**config.mk**
```make
export PLATFORM = sky130hd
export DESIGN_NAME = boot_memory_map_best_region
export DESIGN_NICKNAME = d
export VERILOG_FILES = /design/src/hdl/bmm_pkg.sv /design/src/hdl/bmm_walker.sv /design/src/hdl/bmm_tracker.sv /design/src/hdl/boot_memory_map_best_region.sv
export SDC_FILE = /design/constraint.sdc
export NUM_CORES = 2
export LEC_CHECK = 0
export BUFFER_PORTS_ARGS = -buffer_cell sky130_fd_sc_hd__buf_2
export CAP_MARGIN = 20
export CORE_MARGIN = 4
export CORE_UTILIZATION = 55
export CTS_CLUSTER_DIAMETER = 100
export DETAILED_ROUTE_END_ITERATION = 8
export MAX_ROUTING_LAYER = met4
export PLACE_DENSITY = 0.7
export SLEW_MARGIN = 20
export SYNTH_ARGS = -nofsm -noshare
export SYNTH_HDL_FRONTEND = slang
export SYNTH_SLANG_ARGS = --single-unit
```
**constraint.sdc**
```tcl
create_clock -name aclk -period 26.4 [get_ports aclk]
set_input_delay 1.32 -clock aclk [delete_from_list [all_inputs] [get_ports aclk]]
set_output_delay 1.32 -clock aclk [all_outputs]
set_load 0.01 [all_outputs]
```
**src/hdl/bmm_pkg.sv**
```systemverilog
// ----------------------------------------------------------------------------
// bmm_pkg: shared types and constants for the boot memory map scanner
// Transfer payloads, walker phases, status codes and tag/entry constants.
// ----------------------------------------------------------------------------
package bmm_pkg;

    typedef struct packed {
        logic [31:0] info_word;
        logic        start_of_info;
    } bmm_in_t;

    typedef struct packed {
        logic [2:0]  status;
        logic [63:0] base_addr;
        logic [63:0] limit_addr;
        logic [44:0] region_mib;
    } bmm_out_t;

    typedef enum logic [2:0] {
        PH_IDLE,
        PH_SKIP,
        PH_TAG_TYPE,
        PH_TAG_SIZE,
        PH_MAP_ESIZE,
        PH_MAP_VER,
        PH_ENTRY,
        PH_DONE
    } phase_t;

    // Per-word control from the walker to the region tracker
    typedef struct packed {
        logic clear_best;
        logic base_lo;
        logic base_hi;
        logic len_lo;
        logic len_hi;
        logic kind;
    } bmm_ev_t;

    typedef struct packed {
        logic       valid;
        logic       from_map;
        logic [2:0] status;
    } bmm_fin_t;

    localparam logic [2:0] ST_FOUND     = 3'd0;
    localparam logic [2:0] ST_NO_MAP    = 3'd1;
    localparam logic [2:0] ST_BAD_INFO  = 3'd2;
    localparam logic [2:0] ST_BAD_MAP   = 3'd3;
    localparam logic [2:0] ST_NO_REGION = 3'd4;

    localparam logic [31:0] TAG_TYPE_END    = 32'd0;
    localparam logic [31:0] TAG_TYPE_MMAP   = 32'd6;
    localparam logic [31:0] ENTRY_TYPE_RAM  = 32'd1;
    localparam logic [31:0] TAG_HDR_BYTES   = 32'd8;
    localparam logic [31:0] INFO_MIN_BYTES  = 32'd16;
    localparam logic [31:0] MAP_MIN_BYTES   = 32'd16;
    localparam logic [31:0] ENTRY_MIN_BYTES = 32'd24;
    localparam logic [31:0] MIN_START_RESET = 32'h0010_0000;

    localparam logic [29:0] IDX_BASE_LO = 30'd0;
    localparam logic [29:0] IDX_BASE_HI = 30'd1;
    localparam logic [29:0] IDX_LEN_LO  = 30'd2;
    localparam logic [29:0] IDX_LEN_HI  = 30'd3;
    localparam logic [29:0] IDX_KIND    = 30'd4;

endpackage

```
**src/hdl/bmm_walker.sv**
```systemverilog
// ----------------------------------------------------------------------------
// bmm_walker: boot information tag walker
// Tracks byte position, walks tags to the memory map tag and steps through
// its entries; flags entry words and the final outcome for each word.
// ----------------------------------------------------------------------------
module bmm_walker (
    input  logic             aclk,
    input  logic             aresetn,
    input  logic             en,
    input  logic             in_valid,
    input  bmm_pkg::bmm_in_t in_item,
    output bmm_pkg::bmm_ev_t ev,
    output bmm_pkg::bmm_fin_t fin
);

    bmm_pkg::phase_t phase_reg, phase_next;
    logic [32:0] end_off_reg, end_off_next;
    logic [31:0] info_size_reg, info_size_next;
    logic [31:0] info_m8_reg, info_m8_next;
    logic [31:0] skip_until_reg, skip_until_next;
    logic [31:0] map_end_reg, map_end_next;
    logic [31:0] tag_pos_reg, tag_pos_next;
    logic [29:0] stride_words_reg, stride_words_next;
    logic [29:0] idx_reg, idx_next;
    logic        tag_end_reg, tag_end_next;
    logic        tag_mmap_reg, tag_mmap_next;

    logic [31:0] w;
    logic        start;
    logic        step;
    logic [32:0] tag_sum;
    logic [29:0] round8;
    logic [33:0] next_pos;
    logic [33:0] map_reach;
    logic [30:0] idx_inc;
    logic        skip_done;
    logic        tag_over;
    logic        next_over;
    logic        next_here;
    logic        map_over;
    logic        last_word;
    logic        end_tag;

    assign w     = in_item.info_word;
    assign start = in_item.start_of_info;
    assign step  = en && in_valid;

    assign skip_done = end_off_reg >= {1'b0, skip_until_reg};
    assign tag_sum   = {1'b0, tag_pos_reg} + {1'b0, w};
    assign tag_over  = tag_sum > {1'b0, info_size_reg};
    assign round8    = {1'b0, w[31:3]} + {29'd0, (w[2:0] != 3'd0)};
    assign next_pos  = {2'b00, tag_pos_reg} + {1'b0, round8, 3'b000};
    assign next_over = next_pos > {2'b00, info_m8_reg};
    assign next_here = next_pos == {1'b0, end_off_reg};
    assign map_reach = {1'b0, end_off_reg} + {2'b00, stride_words_reg, 2'b00};
    assign map_over  = map_reach > {2'b00, map_end_reg};
    assign idx_inc   = {1'b0, idx_reg} + 31'd1;
    assign last_word = idx_inc >= {1'b0, stride_words_reg};
    assign end_tag   = tag_end_reg && (w == bmm_pkg::TAG_HDR_BYTES);

    always_comb begin
        phase_next        = phase_reg;
        end_off_next      = end_off_reg;
        info_size_next    = info_size_reg;
        info_m8_next      = info_m8_reg;
        skip_until_next   = skip_until_reg;
        map_end_next      = map_end_reg;
        tag_pos_next      = tag_pos_reg;
        stride_words_next = stride_words_reg;
        idx_next          = idx_reg;
        tag_end_next      = tag_end_reg;
        tag_mmap_next     = tag_mmap_reg;
        if (start) begin
            info_size_next = w;
            info_m8_next   = w - bmm_pkg::TAG_HDR_BYTES;
            if (w < bmm_pkg::INFO_MIN_BYTES) begin
                phase_next = bmm_pkg::PH_DONE;
            end else begin
                phase_next      = bmm_pkg::PH_SKIP;
                skip_until_next = bmm_pkg::TAG_HDR_BYTES;
                end_off_next    = {1'b0, bmm_pkg::TAG_HDR_BYTES};
            end
        end else if (phase_reg != bmm_pkg::PH_IDLE && phase_reg != bmm_pkg::PH_DONE) begin
            end_off_next = {1'b0, end_off_reg[31:0]} + 33'd4;
            case (phase_reg)
                bmm_pkg::PH_SKIP: begin
                    if (skip_done) begin
                        phase_next   = bmm_pkg::PH_TAG_TYPE;
                        tag_pos_next = end_off_reg[31:0];
                    end
                end
                bmm_pkg::PH_TAG_TYPE: begin
                    tag_end_next  = (w == bmm_pkg::TAG_TYPE_END);
                    tag_mmap_next = (w == bmm_pkg::TAG_TYPE_MMAP);
                    phase_next    = bmm_pkg::PH_TAG_SIZE;
                end
                bmm_pkg::PH_TAG_SIZE: begin
                    if (end_tag || w < bmm_pkg::TAG_HDR_BYTES || tag_over) begin
                        phase_next = bmm_pkg::PH_DONE;
                    end else if (tag_mmap_reg) begin
                        if (w < bmm_pkg::MAP_MIN_BYTES) begin
                            phase_next = bmm_pkg::PH_DONE;
                        end else begin
                            map_end_next = tag_sum[31:0];
                            phase_next   = bmm_pkg::PH_MAP_ESIZE;
                        end
                    end else if (next_over) begin
                        phase_next = bmm_pkg::PH_DONE;
                    end else begin
                        skip_until_next = next_pos[31:0];
                        if (next_here) begin
                            phase_next   = bmm_pkg::PH_TAG_TYPE;
                            tag_pos_next = end_off_reg[31:0];
                        end else begin
                            phase_next = bmm_pkg::PH_SKIP;
                        end
                    end
                end
                bmm_pkg::PH_MAP_ESIZE: begin
                    if (w < bmm_pkg::ENTRY_MIN_BYTES) begin
                        phase_next = bmm_pkg::PH_DONE;
                    end else begin
                        stride_words_next = w[31:2];
                        phase_next        = bmm_pkg::PH_MAP_VER;
                    end
                end
                bmm_pkg::PH_MAP_VER: begin
                    if (map_over) begin
                        phase_next = bmm_pkg::PH_DONE;
                    end else begin
                        idx_next   = '0;
                        phase_next = bmm_pkg::PH_ENTRY;
                    end
                end
                bmm_pkg::PH_ENTRY: begin
                    if (last_word) begin
                        if (map_over) begin
                            phase_next = bmm_pkg::PH_DONE;
                        end else begin
                            idx_next = '0;
                        end
                    end else begin
                        idx_next = idx_inc[29:0];
                    end
                end
                default: begin
                    phase_next = bmm_pkg::PH_IDLE;
                end
            endcase
        end
    end

    always_comb begin
        ev  = '0;
        fin = '0;
        if (in_valid) begin
            if (start) begin
                ev.clear_best = 1'b1;
                if (w < bmm_pkg::INFO_MIN_BYTES) begin
                    fin.valid  = 1'b1;
                    fin.status = bmm_pkg::ST_BAD_INFO;
                end
            end else begin
                case (phase_reg)
                    bmm_pkg::PH_TAG_SIZE: begin
                        if (end_tag) begin
                            fin.valid  = 1'b1;
                            fin.status = bmm_pkg::ST_NO_MAP;
                        end else if (w < bmm_pkg::TAG_HDR_BYTES || tag_over) begin
                            fin.valid  = 1'b1;
                            fin.status = bmm_pkg::ST_BAD_INFO;
                        end else if (tag_mmap_reg) begin
                            if (w < bmm_pkg::MAP_MIN_BYTES) begin
                                fin.valid  = 1'b1;
                                fin.status = bmm_pkg::ST_BAD_MAP;
                            end else begin
                                ev.clear_best = 1'b1;
                            end
                        end else if (next_over) begin
                            fin.valid  = 1'b1;
                            fin.status = bmm_pkg::ST_NO_MAP;
                        end
                    end
                    bmm_pkg::PH_MAP_ESIZE: begin
                        if (w < bmm_pkg::ENTRY_MIN_BYTES) begin
                            fin.valid  = 1'b1;
                            fin.status = bmm_pkg::ST_BAD_MAP;
                        end
                    end
                    bmm_pkg::PH_MAP_VER: begin
                        if (map_over) begin
                            fin.valid    = 1'b1;
                            fin.from_map = 1'b1;
                        end
                    end
                    bmm_pkg::PH_ENTRY: begin
                        case (idx_reg)
                            bmm_pkg::IDX_BASE_LO: ev.base_lo = 1'b1;
                            bmm_pkg::IDX_BASE_HI: ev.base_hi = 1'b1;
                            bmm_pkg::IDX_LEN_LO:  ev.len_lo  = 1'b1;
                            bmm_pkg::IDX_LEN_HI:  ev.len_hi  = 1'b1;
                            bmm_pkg::IDX_KIND:    ev.kind    = 1'b1;
                            default: ;
                        endcase
                        if (last_word && map_over) begin
                            fin.valid    = 1'b1;
                            fin.from_map = 1'b1;
                        end
                    end
                    default: ;
                endcase
            end
        end
    end

    always_ff @(posedge aclk) begin
        if (!aresetn) begin
            phase_reg        <= bmm_pkg::PH_IDLE;
            end_off_reg      <= '0;
            info_size_reg    <= '0;
            info_m8_reg      <= '0;
            skip_until_reg   <= '0;
            map_end_reg      <= '0;
            tag_pos_reg      <= '0;
            stride_words_reg <= '0;
            idx_reg          <= '0;
            tag_end_reg      <= 1'b0;
            tag_mmap_reg     <= 1'b0;
        end else if (step) begin
            phase_reg        <= phase_next;
            end_off_reg      <= end_off_next;
            info_size_reg    <= info_size_next;
            info_m8_reg      <= info_m8_next;
            skip_until_reg   <= skip_until_next;
            map_end_reg      <= map_end_next;
            tag_pos_reg      <= tag_pos_next;
            stride_words_reg <= stride_words_next;
            idx_reg          <= idx_next;
            tag_end_reg      <= tag_end_next;
            tag_mmap_reg     <= tag_mmap_next;
        end
    end

endmodule

```
**src/hdl/bmm_tracker.sv**
```systemverilog
// ----------------------------------------------------------------------------
// bmm_tracker: memory map entry evaluation and best region tracking
// Builds each entry's end and clamped start, keeps the largest usable
// region and forms the result in the output register.
// ----------------------------------------------------------------------------
module bmm_tracker (
    input  logic              aclk,
    input  logic              aresetn,
    input  logic              en,
    input  logic [31:0]       in_word,
    input  bmm_pkg::bmm_ev_t  ev,
    input  bmm_pkg::bmm_fin_t fin,
    input  logic              cfg_wr_en,
    input  logic [31:0]       cfg_wr_data,
    output logic              m_valid,
    output bmm_pkg::bmm_out_t m_data
);

    logic [31:0]       min_start_reg;
    logic [63:0]       base_reg;
    logic [31:0]       len_lo_reg;
    logic [63:0]       end_reg;
    logic [63:0]       clamp_reg;
    logic              end_ok_reg;
    logic              cand_valid_reg;
    logic [63:0]       cand_bytes_reg;
    logic [63:0]       best_start_reg;
    logic [63:0]       best_end_reg;
    logic [63:0]       best_bytes_reg;
    bmm_pkg::bmm_fin_t fin_reg;
    logic              m_valid_reg;
    bmm_pkg::bmm_out_t m_data_reg;
    bmm_pkg::bmm_out_t m_data_next;

    logic [63:0] len_full;
    logic [64:0] end_sum;
    logic        end_ok_next;
    logic [63:0] clamp_next;
    logic [64:0] diff;
    logic        cand_ok;
    logic        best_take;
    logic        found;
    logic [44:0] mib;

    assign len_full    = {in_word, len_lo_reg};
    assign end_sum     = {1'b0, base_reg} + {1'b0, len_full};
    assign end_ok_next = !end_sum[64] && (end_sum[63:0] != '1) && (len_full != 64'd0);
    assign clamp_next  = (base_reg[63:32] == 32'd0 && base_reg[31:0] < min_start_reg)
                         ? {32'd0, min_start_reg} : base_reg;
    assign diff        = {1'b0, end_reg} - {1'b0, clamp_reg};
    assign cand_ok     = (in_word == bmm_pkg::ENTRY_TYPE_RAM) && end_ok_reg && !diff[64]
                         && (diff[63:0] != 64'd0);
    assign best_take   = cand_valid_reg && (cand_bytes_reg > best_bytes_reg);
    assign found       = best_bytes_reg != 64'd0;
    assign mib         = {1'b0, best_bytes_reg[63:20]} + {44'd0, |best_bytes_reg[19:0]};

    always_comb begin
        m_data_next = '0;
        if (fin_reg.from_map) begin
            m_data_next.status = found ? bmm_pkg::ST_FOUND : bmm_pkg::ST_NO_REGION;
        end else begin
            m_data_next.status = fin_reg.status;
        end
        if (m_data_next.status == bmm_pkg::ST_FOUND) begin
            m_data_next.base_addr  = best_start_reg;
            m_data_next.limit_addr = best_end_reg;
            m_data_next.region_mib = mib;
        end
    end

    always_ff @(posedge aclk) begin
        if (!aresetn) begin
            min_start_reg <= bmm_pkg::MIN_START_RESET;
        end else if (cfg_wr_en) begin
            min_start_reg <= cfg_wr_data;
        end
    end

    always_ff @(posedge aclk) begin
        if (!aresetn) begin
            cand_valid_reg <= 1'b0;
            best_bytes_reg <= '0;
            fin_reg        <= '0;
            m_valid_reg    <= 1'b0;
        end else if (en) begin
            cand_valid_reg <= ev.kind && cand_ok;
            if (ev.clear_best) begin
                best_bytes_reg <= '0;
            end else if (best_take) begin
                best_bytes_reg <= cand_bytes_reg;
            end
            fin_reg     <= fin;
            m_valid_reg <= fin_reg.valid;
        end
    end

    always_ff @(posedge aclk) begin
        if (en) begin
            if (ev.base_lo) begin
                base_reg[31:0] <= in_word;
            end
            if (ev.base_hi) begin
                base_reg[63:32] <= in_word;
            end
            if (ev.len_lo) begin
                len_lo_reg <= in_word;
            end
            if (ev.len_hi) begin
                end_reg    <= end_sum[63:0];
                end_ok_reg <= end_ok_next;
                clamp_reg  <= clamp_next;
            end
            if (ev.kind) begin
                cand_bytes_reg <= diff[63:0];
            end
            if (ev.clear_best) begin
                best_start_reg <= '0;
                best_end_reg   <= '0;
            end else if (best_take) begin
                best_start_reg <= clamp_reg;
                best_end_reg   <= end_reg;
            end
            m_data_reg <= m_data_next;
        end
    end

    assign m_valid = m_valid_reg;
    assign m_data  = m_data_reg;

endmodule

```
**src/hdl/boot_memory_map_best_region.sv**
```systemverilog
// ----------------------------------------------------------------------------
// boot_memory_map_best_region: largest usable region from a boot info block
// Throughput: one word per cycle, sustained while m_ready is high.
// The word that settles a result passes through the input, outcome and result
//   registers, each held while the output stalls, before the result leaves.
// A one-entry skid takes a word while a finished result waits on m_ready.
// Reset clears control state and sets min_start to 0x100000.
// ----------------------------------------------------------------------------
module boot_memory_map_best_region (
    input  logic              aclk,
    input  logic              aresetn,
    input  logic              s_valid,
    output logic              s_ready,
    input  bmm_pkg::bmm_in_t  s_data,
    output logic              m_valid,
    input  logic              m_ready,
    output bmm_pkg::bmm_out_t m_data,
    input  logic              cfg_wr_en,
    input  logic [31:0]       cfg_wr_data
);

    logic              skid_valid_reg;
    bmm_pkg::bmm_in_t  skid_data_reg;
    logic              in_valid_reg;
    bmm_pkg::bmm_in_t  in_data_reg;
    logic              en;
    logic              accept;
    bmm_pkg::bmm_ev_t  ev;
    bmm_pkg::bmm_fin_t fin;

    assign s_ready = !skid_valid_reg;
    assign accept  = s_valid && s_ready;
    assign en      = !m_valid || m_ready;

    always_ff @(posedge aclk) begin
        if (!aresetn) begin
            skid_valid_reg <= 1'b0;
            in_valid_reg   <= 1'b0;
        end else if (en) begin
            in_valid_reg   <= skid_valid_reg || accept;
            skid_valid_reg <= 1'b0;
        end else if (accept) begin
            skid_valid_reg <= 1'b1;
        end
    end

    always_ff @(posedge aclk) begin
        if (en) begin
            in_data_reg <= skid_valid_reg ? skid_data_reg : s_data;
        end else if (accept) begin
            skid_data_reg <= s_data;
        end
    end

    bmm_walker u_walker (
        .aclk     (aclk),
        .aresetn  (aresetn),
        .en       (en),
        .in_valid (in_valid_reg),
        .in_item  (in_data_reg),
        .ev       (ev),
        .fin      (fin)
    );

    bmm_tracker u_tracker (
        .aclk        (aclk),
        .aresetn     (aresetn),
        .en          (en),
        .in_word     (in_data_reg.info_word),
        .ev          (ev),
        .fin         (fin),
        .cfg_wr_en   (cfg_wr_en),
        .cfg_wr_data (cfg_wr_data),
        .m_valid     (m_valid),
        .m_data      (m_data)
    );

endmodule

```
==> out/metrics.cfg <==
[routing]
first_pass_iters=8
ant_nets=0
drt_iter0_drc=4255
vias_per_cell=6.07
drt_wl_total_mm=174
routedWlPerCell_um=23.8
vias=44500
route.detailed.drc=0

[timing]
period_share_pct=35.6
worst_slack_ns=16.99
rsz0062_at_grt=false
fin_crit_ns=9.41
slew_violations=0
hold_viol_final=0
fmax_mhz=106
worst_slew_pin_slew_ns=1.16
clock-skew-final_ns=0.0449
setup_viol=0
fin_tns_setup_ns=0
maxSlewHeadroom_pct=22.4

[worst_setup_path]
crit_slowest_cell=nor4_1
cpPeakStageDelay_ns=0.79
reg2reg_to=u_walker.tag_pos_reg[4]
reg2reg_depth=32
ff2ff_setup_slack_ns=16.99
critPathLaunchType=register
crit_arrival_ns=10.05
path_max_fanout=19
endpoint_kind=register
crit_type=register to register
cp.required_ns=27.04
startpoint=in_data_reg[1]
r2r_start=in_data_reg[1]
crit_path_end=u_walker.tag_pos_reg[4]

[clocking]
numClockSinks=1013
numCtsBuffers=107
cts_tree=built
cts_root_buf=clkbuf_16
clkSlewWorstSetupHoldPaths_ns=0.07
postCtsHoldBufs=0
cts_resized=0
clock_latency_ns=0.72
cts_max_level=3
clk_path_buf_depth=3
postCtsSetupBuffers=0

[outcome]
status=finished clean

[floorplanning]
start_util_pct=55.5
die-area_um2=110000
die_w_um=331
core-area_um2=104000
ioPinCount=248
row_count=118
die_h_um=331

[finish]
largest_reg_flops=176
area_delta_synth_final_pct=10.8
fin_nets=6405
drive_gt1_share_pct=10.8
fillers=8725

[run]
cap_violations=0

[grt]
grtUsageTotal_pct=31.8
antenna_found_initial=4
met1_usage_pct=40.1
grt_pass1_wl_mm=263
global_route.usage.met2_pct=51.9
use_met3_pct=3.33
grt_max_degree=81
global_route.overflow_total=0
grt_pass1_vias=42700
grt_busiest_layer=met2

[worst_hold_path]
hold_path_class=register to register

[synthesis]
netlist_area_um2=57500
avgSynthCellArea_um2=10.1
synth_edf_count=659
synthCells=5712
synth_nets=6261
async_reset_ff_share_pct=0
synth-seq-area-share_pct=46.7
yosys_most_used_dff=edfxtp_1
ys_types=103
ys_ff_latch=1013
ys_warn_count=0

[placed_design]
dp_slack_ns=17.29
dp_hpwl_mm=133
place_congestion=0.989
port_buffers=247

[power]
power_density_nw_per_um2=55.4
total_leakage_power_nw=25.4
peakVddDrop_mv=0.0519

## per-stage QoR
step           hold slack (ns)  power (W)  cells  util (%)  instance area, um^2
5_1_grt                  0.471    0.00364   7332      61.5                63700
3_3_place_gp             0.443    0.00196   7127      57.8                60000
3_5_place_dp             0.446    0.00196   7127      57.8                60000
2_1_floorplan            0.416    0.00188   5712         -                57500
6_report                 0.455    0.00353   7332      61.5                63700
4_1_cts                  0.456    0.00355   7331      61.5                63700
## how the worst min path moves through the flow
| stage | startpoint | endpoint | slack, ns | cells after the start |
|---|---|---|---|---|
| 2_1_floorplan | u_walker.skip_until_reg[1] | u_walker.skip_until_reg[1] | 0.42 | 2 |
| 3_3_place_gp | u_tracker.fin_reg[1] | u_tracker.fin_reg[1] | 0.44 | 2 |
| 3_5_place_dp | u_walker.skip_until_reg[1] | u_walker.skip_until_reg[1] | 0.45 | 2 |
| 4_1_cts | u_walker.map_end_reg[21] | u_walker.map_end_reg[21] | 0.46 | 2 |
| 5_1_grt | u_walker.info_size_reg[26] | u_walker.info_size_reg[26] | 0.47 | 2 |
| 6_report | u_walker.info_size_reg[28] | u_walker.info_size_reg[28] | 0.46 | 2 |
## power by group
part           switching, W  internal, W
clock              0.000668     0.000932
sequential        0.0000151      0.00170
combinational      0.000138    0.0000729
## cell type report
class	instances	area, um^2	area share [%]
Timing Repair Buffer	325	1820	2.86
Tap cell	1380	1730	2.71
Multi-Input combinational cell	4013	28000	44.0
Clock inverter	70	881	1.38
Sequential cell	1013	26900	42.2
Clock buffer	134	2910	4.57
Inverter	396	1500	2.35
Antenna cell	1	2.50	0.00393
## cells by family after synthesis
group                    Yosys count  share of synthesized area [%]
buffers and inverters            686                           4.67
AND/OR/NAND/NOR                 1807                           15.6
AO/OA/AOI/OAI                   1207                           14.0
multiplexers                     159                           2.91
adder cells (fa/ha/maj)          479                           10.5
XOR/XNOR                         361                           5.62
flip-flops                      1013                           46.7
## critical path: cells and delay by family, from the launching register on
family                     cells  cell delay, ns
and+or+nand+nor               17            4.91
muxes                          1            0.25
adders and majority gates      4            1.23
AOI/OAI and AO/OA              7            1.73
DFF                            1            0.55
buffers and inverters          2            0.50
xor gates and xnor gates       1            0.17
## per-layer routing
metal | vias to the layer above | wire length [um]
li1 | 21100 | -
met4 | 0 | 9550
met5 | - | 0
met3 | 399 | 9500
met1 | 21400 | 72400
met2 | 1626 | 82700
## Yosys cell counts, types with 36 or more instances
cell,count,area share [%]
mux2i_1,95,1.7
a21o_1,155,2.0
ha_1,475,10
clkbuf_1,237,1.5
o21a_1,46,0.60
nor3_1,89,0.77
a31oi_1,48,0.52
nor2_1,485,3.2
nand4_1,127,1.4
and3_1,170,1.8
edfxtp_1,659,34
nor2b_1,44,0.48
o21ai_0,172,1.5
nand2_1,436,2.8
xor2_1,136,2.1
and2_1,79,0.86
a21oi_1,355,3.1
a22oi_1,38,0.50
nand2b_1,36,0.39
nand3_1,120,1.0
dfxtp_1,354,12
inv_1,396,2.6
mux2_2,64,1.3
a211oi_1,64,0.84
a22o_1,64,0.97
nor4_1,74,0.80
xnor2_1,220,3.3
## cells in the final DEF (no fill, tap or decap), drive strengths merged, types with 44 or more instances in the layout
master / n
edfxtp: 659
nor2: 487
ha: 475
nand2: 436
inv: 405
a21oi: 356
dfxtp: 354
buf: 325
xnor2: 220
o21ai: 183
and3: 171
a21o: 155
xor2: 136
clkbuf: 134
nand4: 127
nand3: 121
mux2i: 95
nor3: 89
and2: 81
nor4: 78
a211oi: 64
mux2: 64
a22o: 64
a31oi: 48
o21a: 47
nor2b: 44
Note: power is estimated with default switching activity, not from simulation.
